`config.mk`:
```
export PLATFORM = sky130hd
export DESIGN_NAME = bounded_address_recency_list
export DESIGN_NICKNAME = d
export VERILOG_FILES = /design/src/rtl/barl_pkg.sv /design/src/rtl/bounded_address_recency_list.sv /design/src/rtl/barl_ctrl.sv /design/src/rtl/barl_datapath.sv
export SDC_FILE = /design/constraint.sdc
export NUM_CORES = 1
export LEC_CHECK = 0
export ABC_AREA = 1
export BUFFER_PORTS_ARGS = -buffer_cell sky130_fd_sc_hd__buf_2
export CAP_MARGIN = 10
export CORE_MARGIN = 2
export CORE_UTILIZATION = 41
export CTS_CLUSTER_SIZE = 25
export DETAILED_ROUTE_END_ITERATION = 8
export SYNTH_ARGS = -nofsm -noshare
export SYNTH_HDL_FRONTEND = slang
export SYNTH_SLANG_ARGS = --single-unit
```
`constraint.sdc`:
```
create_clock -name clock -period 4.4 [get_ports clock]
set_clock_uncertainty 0.05 [all_clocks]
set_input_delay 0.88 -clock clock [delete_from_list [all_inputs] [get_ports clock]]
set_output_delay 0.88 -clock clock [all_outputs]
set_load 0.05 [all_outputs]
```
`src/rtl/barl_pkg.sv`:
```
// Shared types and constants for the bounded address recency list.
// No dependencies; every other file in rtl/ imports this package.
package barl_pkg;

   localparam int ADDR_W     = 32;
   localparam int POS_W      = 4;
   localparam int LIMIT_W    = 4;
   localparam int REQ_DATA_W = 40;
   localparam int RSP_DATA_W = 16;
   localparam int RSP_USED_W = 10;
   localparam logic [LIMIT_W-1:0] LIMIT_RESET = 4'd6;

   typedef enum logic [1:0] {
      OP_INSERT = 2'd0,
      OP_FIND   = 2'd1,
      OP_ERASE  = 2'd2,
      OP_CLEAR  = 2'd3
   } op_type;

   typedef enum logic {
      ST_IDLE = 1'b0,
      ST_FULL = 1'b1
   } state_type;

   typedef struct packed {
      logic insert;
      logic find;
      logic erase;
      logic clear;
   } cmd_type;

endpackage

```
`src/rtl/bounded_address_recency_list.sv`:
```
// Latency: a result word is valid in the cycle after its request is accepted.
// Throughput: one request word per cycle while the result side takes words;
//   the single result register holds a word until it is taken.
// Reset: clears the entry count and the result valid state, loads the limit with 6;
//   the address table is not cleared and needs no clearing pass.
// Depends on barl_pkg, barl_ctrl and barl_datapath.
module bounded_address_recency_list #(
   parameter int MAX_ENTRIES = 8
) (
   input  logic                                clock,
   input  logic                                reset,
   input  logic                                req_tvalid,
   output logic                                req_tready,
   // [31:0] address, [35:32] position, [39:36] zero
   input  logic [barl_pkg::REQ_DATA_W-1:0]     req_tdata,
   // [1:0] op
   input  logic [1:0]                          req_tuser,
   output logic                                rsp_tvalid,
   input  logic                                rsp_tready,
   // [0] evicted, [1] found, [5:2] match_position, [9:6] entry_count, [15:10] zero
   output logic [barl_pkg::RSP_DATA_W-1:0]     rsp_tdata,
   input  logic                                csr_valid,
   output logic                                csr_ready,
   input  logic [barl_pkg::LIMIT_W-1:0]        csr_data
);
   import barl_pkg::*;

   cmd_type               cmd;
   logic [RSP_USED_W-1:0] result;

   assign csr_ready = 1'b1;

   barl_ctrl u_ctrl (
      .clock      (clock),
      .reset      (reset),
      .req_tvalid (req_tvalid),
      .req_op     (op_type'(req_tuser)),
      .rsp_tready (rsp_tready),
      .req_tready (req_tready),
      .rsp_tvalid (rsp_tvalid),
      .cmd        (cmd)
   );

   barl_datapath #(
      .MAX_ENTRIES (MAX_ENTRIES)
   ) u_datapath (
      .clock     (clock),
      .reset     (reset),
      .cmd       (cmd),
      .address   (req_tdata[ADDR_W-1:0]),
      .position  (req_tdata[ADDR_W+POS_W-1:ADDR_W]),
      .csr_write (csr_valid && csr_ready),
      .csr_data  (csr_data),
      .result    (result)
   );

   assign rsp_tdata = {(RSP_DATA_W-RSP_USED_W)'(0), result};

endmodule

```
`src/rtl/barl_ctrl.sv`:
```
// Handshake controller: owns the result word valid state and issues one
// decoded command per accepted request word. Depends on barl_pkg.
module barl_ctrl (
   input  logic              clock,
   input  logic              reset,
   input  logic              req_tvalid,
   input  barl_pkg::op_type  req_op,
   input  logic              rsp_tready,
   output logic              req_tready,
   output logic              rsp_tvalid,
   output barl_pkg::cmd_type cmd
);
   import barl_pkg::*;

   state_type state_ff, state_in;
   logic      accept;

   always_ff @(posedge clock) begin
      if (reset) begin
         state_ff <= ST_IDLE;
      end else begin
         state_ff <= state_in;
      end
   end

   always_comb begin
      req_tready = (state_ff == ST_IDLE) || rsp_tready;
      rsp_tvalid = (state_ff == ST_FULL);
      accept     = req_tvalid && req_tready;
      cmd        = '0;
      state_in   = state_ff;
      if (accept) begin
         unique case (req_op)
            OP_INSERT: cmd.insert = 1'b1;
            OP_FIND:   cmd.find   = 1'b1;
            OP_ERASE:  cmd.erase  = 1'b1;
            OP_CLEAR:  cmd.clear  = 1'b1;
         endcase
      end
      unique case (state_ff)
         ST_IDLE: begin
            if (accept) state_in = ST_FULL;
         end
         ST_FULL: begin
            if (!accept && rsp_tready) state_in = ST_IDLE;
         end
      endcase
   end

`ifndef ASSERT_OFF
   a_cmd_onehot: assert property (@(posedge clock) disable iff (reset)
      $onehot0(cmd))
      else $error("more than one command issued");
   a_cmd_needs_accept: assert property (@(posedge clock) disable iff (reset)
      (cmd != '0) |-> (req_tvalid && req_tready))
      else $error("command issued without accepted word");
   a_accept_fills: assert property (@(posedge clock) disable iff (reset)
      (req_tvalid && req_tready) |=> rsp_tvalid)
      else $error("accepted word produced no result");
`endif

endmodule

```
`src/rtl/barl_datapath.sv`:
```
// Address table (shift line with parallel compare), entry count, limit
// register and result register. Depends on barl_pkg.
module barl_datapath #(
   parameter int MAX_ENTRIES = 8
) (
   input  logic                              clock,
   input  logic                              reset,
   input  barl_pkg::cmd_type                 cmd,
   input  logic [barl_pkg::ADDR_W-1:0]       address,
   input  logic [barl_pkg::POS_W-1:0]        position,
   input  logic                              csr_write,
   input  logic [barl_pkg::LIMIT_W-1:0]      csr_data,
   output logic [barl_pkg::RSP_USED_W-1:0]   result
);
   import barl_pkg::*;

   localparam int CW = $clog2(MAX_ENTRIES + 1);
   localparam int WW = (CW > 4) ? CW : 4;
   localparam logic [WW-1:0] MAX_W = WW'(MAX_ENTRIES);

   logic [ADDR_W-1:0]     slot_ff [MAX_ENTRIES];
   logic [ADDR_W-1:0]     slot_in [MAX_ENTRIES];
   logic [CW-1:0]         count_ff, count_in;
   logic [LIMIT_W-1:0]    limit_ff, limit_in;
   logic [RSP_USED_W-1:0] result_ff, result_in;
   logic [WW-1:0]         count_w, limit_w, pos_w, eff_w, match_w, count_in_w;
   logic [MAX_ENTRIES-1:0] hit;
   logic                  found, over, any_cmd;

   always_comb begin
      count_w = WW'(count_ff);
      limit_w = WW'(limit_ff);
      pos_w   = WW'(position);
      eff_w   = (limit_w > MAX_W) ? MAX_W : limit_w;
      over    = ({1'b0, count_w} + 1'b1) > {1'b0, eff_w};
      any_cmd = cmd.insert || cmd.find || cmd.erase || cmd.clear;

      for (int i = 0; i < MAX_ENTRIES; i++) begin
         hit[i] = (slot_ff[i] == address) && (WW'(i) < count_w);
      end
      found   = 1'b0;
      match_w = eff_w;
      for (int i = MAX_ENTRIES - 1; i >= 0; i--) begin
         if (hit[i]) begin
            found   = 1'b1;
            match_w = WW'(i);
         end
      end

      slot_in  = slot_ff;
      count_in = count_ff;
      limit_in = csr_write ? csr_data : limit_ff;
      if (cmd.insert) begin
         slot_in[0] = address;
         for (int i = 1; i < MAX_ENTRIES; i++) begin
            slot_in[i] = slot_ff[i-1];
         end
         if (!over) count_in = count_ff + 1'b1;
      end else if (cmd.erase) begin
         if (pos_w < count_w) begin
            for (int i = 0; i < MAX_ENTRIES - 1; i++) begin
               if (WW'(i) >= pos_w) slot_in[i] = slot_ff[i+1];
            end
            count_in = count_ff - 1'b1;
         end
      end else if (cmd.clear) begin
         count_in = '0;
      end

      count_in_w = WW'(count_in);
      result_in = {count_in_w[3:0],
                   cmd.find ? match_w[3:0] : 4'd0,
                   cmd.find && found,
                   cmd.insert && over};
   end

   always_ff @(posedge clock) begin
      slot_ff <= slot_in;
      if (any_cmd) result_ff <= result_in;
   end

   always_ff @(posedge clock) begin
      if (reset) begin
         count_ff <= '0;
         limit_ff <= LIMIT_RESET;
      end else begin
         count_ff <= count_in;
         limit_ff <= limit_in;
      end
   end

   assign result = result_ff;

`ifndef ASSERT_OFF
   a_count_bound: assert property (@(posedge clock) disable iff (reset)
      WW'(count_ff) <= MAX_W)
      else $error("entry count above table depth");
   a_clear_empties: assert property (@(posedge clock) disable iff (reset)
      cmd.clear |=> (count_ff == '0))
      else $error("clear left entries");
   a_insert_grows: assert property (@(posedge clock) disable iff (reset)
      (cmd.insert && !over) |=> (count_ff == $past(count_ff) + 1'b1))
      else $error("insert below limit did not grow list");
   a_erase_shrinks: assert property (@(posedge clock) disable iff (reset)
      (cmd.erase && (pos_w < count_w)) |=> (count_ff == $past(count_ff) - 1'b1))
      else $error("erase in range did not shrink list");
`endif

endmodule

```
==> results_dict.tcl <==
set metrics [dict create \
    finalCoreUtilization_pct 45.6 \
    netlist_area_um2 15600 \
    track_usage_pct 21.3 \
    power_density_nw_per_um2 362 \
    cts.repair.resized 0 \
    area_growth_pct 9.76 \
    die_h_um 199 \
    cts-root-buf "clkbuf_16" \
    numCtsBuffers 31 \
    power_frac_comb_pct 10.3 \
    yosysWarnings 0 \
    slew_violations 0 \
    hold_buffers 0 \
    critPathKind "reg2reg" \
    power.total_w 0.00618 \
    core_um2 37500 \
    die_w_um 199 \
    antenna_found_initial 1 \
    cts_max_path_buffers 3 \
    port_buffers 58 \
    final.min_clock_period_ns 3.20 \
    synthXorXnorAreaFrac_pct 6.47 \
    first_global_vias 11300 \
    pre_cts_ws_ns 0.738 \
    vdd_drop_max_mv 0.259 \
    dieArea_um2 39500 \
    cts_setup_buffers 0 \
    drive_above_1_share_pct 9.46 \
    insertion_delay_ns 0.58 \
    synth_flop_cell "edfxtp_1" \
    power.share.sequential_pct 49.0 \
    synth_cell_types 48 \
    ys_ff_latch 275 \
    synthAdderAreaFrac_pct 0.804 \
    crit_fanout 19 \
    drt_iter0_drc 1232 \
    ys_seq_area_share_pct 52.5 \
    pwr-share-clk_pct 40.7 \
    hold_start "u_datapath.limit_ff[1]" \
    setup_ws_ns 1.20 \
    routedWlPerCell_um 17.9 \
    synthArstFlopShare_pct 0 \
    antenna_left 0 \
    viasPerCell 5.11 \
    drv_cap 0 \
    start_util_pct 41.5 \
    via_count 12000 \
    regToRegSetupSlack_ns 1.20 \
    switchingPower_w 0.00158 \
    synth-edff-count 266 \
    synth-simple-area-share_pct 22.1 \
    cts_tree "done" \
    synth_top_family_by_area "simple AND/OR/NAND/NOR gates" \
    hold_viol 0 \
    layout_commonest_cell "nand2_1" \
    hold_slack_ns 0.432 \
    crit_required_ns 4.59 \
    outcome "finished, final reports clean" \
    syn_inst 1793 \
    relSlewSlack_pct 39.5 \
    overflow 0 \
    leakage_nw 6.79 \
    syn_area_per_cell_um2 8.68 \
    setup_viol 0 \
    nets 1869 \
    wirelength_um 42000 \
    fmax_mhz 313 \
    hp-class "reg2reg" \
    grt_max_degree 198 \
    end_kind "flop" \
    cts_sinks 275 \
    io-pin-count 70 \
    fillCellCount 3688 \
    setup_tns_ns 0 \
    r2r-start "u_datapath.count_ff[3]" \
    switching_share_pct 25.6 \
    tightest_slew_ns 0.908 \
    cts.htree.levels 1 \
    detailed_place_hpwl_um 28300 \
    cp_data_arrival_time_ns 3.39 \
    startpoint "u_datapath.count_ff[3]" \
    timing.final.crit_share_pct 72.6 \
    muxShareOfSynthArea_pct 0 \
    placementRows 71 \
    grt_pass1_wl_um 64500 \
    gp_congestion 0.854 \
    rsz0062_at_grt "no" \
    synth-compound-area-share_pct 8.90 \
    crit_path_start_kind "flop" \
    drc 0 \
    clk_pin_slew_ns 0.06 \
    final_cell_mix "nand2_1 (593), edfxtp_1 (266), o21ai_0 (200)" \
    p_int_w 0.00460 \
    firstDrtPassIters 5 \
]
-- stage by stage --
step	instances	cell area, um2
after floorplan	1798	15600
after global placement	2286	16100
after detailed placement	2286	16100
after CTS	2339	17100
after global routing	2339	17100
final	2341	17100
-- metal layers --
metal	GRT usage [%]	vias up	wire, um
li1	-	5918	-
met1	30.5	5623	19200
met2	33.8	373	18900
met3	3.53	60	2910
met4	5.39	0	1020
met5	0.128	-	0
-- cell families (layout without fill, tap and decap cells) --
logic type	after synthesis	after routing
buf+inv	300	330
simple gates	825	825
compound gates	266	266
other cells	2	9
xor+xnor	115	115
flops	275	275
fa+ha+maj	10	10
-- worst paths after layout --
path,cells past startpoint,end
worst min register to register,2,u_datapath.limit_ff[1]
worst max register to register,11,u_datapath.slot_ff[245]
worst max-delay path,11,u_datapath.slot_ff[245]
worst min-delay path,2,u_datapath.limit_ff[1]
-- registers in the layout (all words and copies together) (netlist names) --
register             flops
u_datapath.count_ff      4
u_ctrl.rsp_tvalid        1
u_datapath.limit_ff      4
u_datapath.slot_ff     256
u_datapath.result       10
-- layout make-up --
class	instances	area [um2]	area share (%)
clock inverter	7	45.0	0.264
tap	511	639	3.74
antenna	2	5.00	0.0293
timing repair buffer	69	435	2.55
inverter	208	815	4.77
sequential	275	8170	47.8
multi-input combinational	1223	6050	35.4
clock buffer	46	925	5.41
-- synth_stat cells, drive strengths merged (2+ instances only) --
| cell | count | area [um2] |
|---|---|---|
| nand2 | 600 | 2270 |
| edfxtp | 266 | 7990 |
| o21ai | 223 | 1120 |
| inv | 207 | 807 |
| nor2 | 91 | 349 |
| xnor2 | 81 | 709 |
| buf | 70 | 537 |
| nand4 | 52 | 325 |
| nand3 | 41 | 215 |
| xor2 | 34 | 298 |
| a21oi | 23 | 123 |
| clkbuf | 22 | 82.6 |
| nor3 | 18 | 110 |
| nor4 | 11 | 81.3 |
| ha | 10 | 125 |
| dfxtp | 9 | 180 |
| o22ai | 7 | 43.8 |
| or2 | 6 | 37.5 |
| o211ai | 3 | 22.5 |
| a22oi | 2 | 15.0 |
| conb | 2 | 7.51 |
| nand3b | 2 | 15.0 |
-- worst max-delay path, stage by stage, from the launching register on --
cell and delay, ns:
dfxtp_1 0.50, inv_1 0.16, ha_1 0.32, a21oi_1 0.13, nand2_1 0.08, inv_1 0.06, nand2_2 0.14, inv_1 0.14
a21oi_1 0.17, inv_2 0.10, o21a_2 0.61, buf_4 0.40
-- power groups by stage --
stage / registers, W / clock network, W / logic, W
2_1_floorplan: 0.00309 / 0 / 0.000449
3_3_place_gp: 0.00308 / 0 / 0.000628
3_5_place_dp: 0.00308 / 0 / 0.000637
4_1_cts: 0.00303 / 0.00255 / 0.000641
5_1_grt: 0.00303 / 0.00265 / 0.000712
6_report: 0.00303 / 0.00251 / 0.000638
Power figures use the tool's default switching activity.
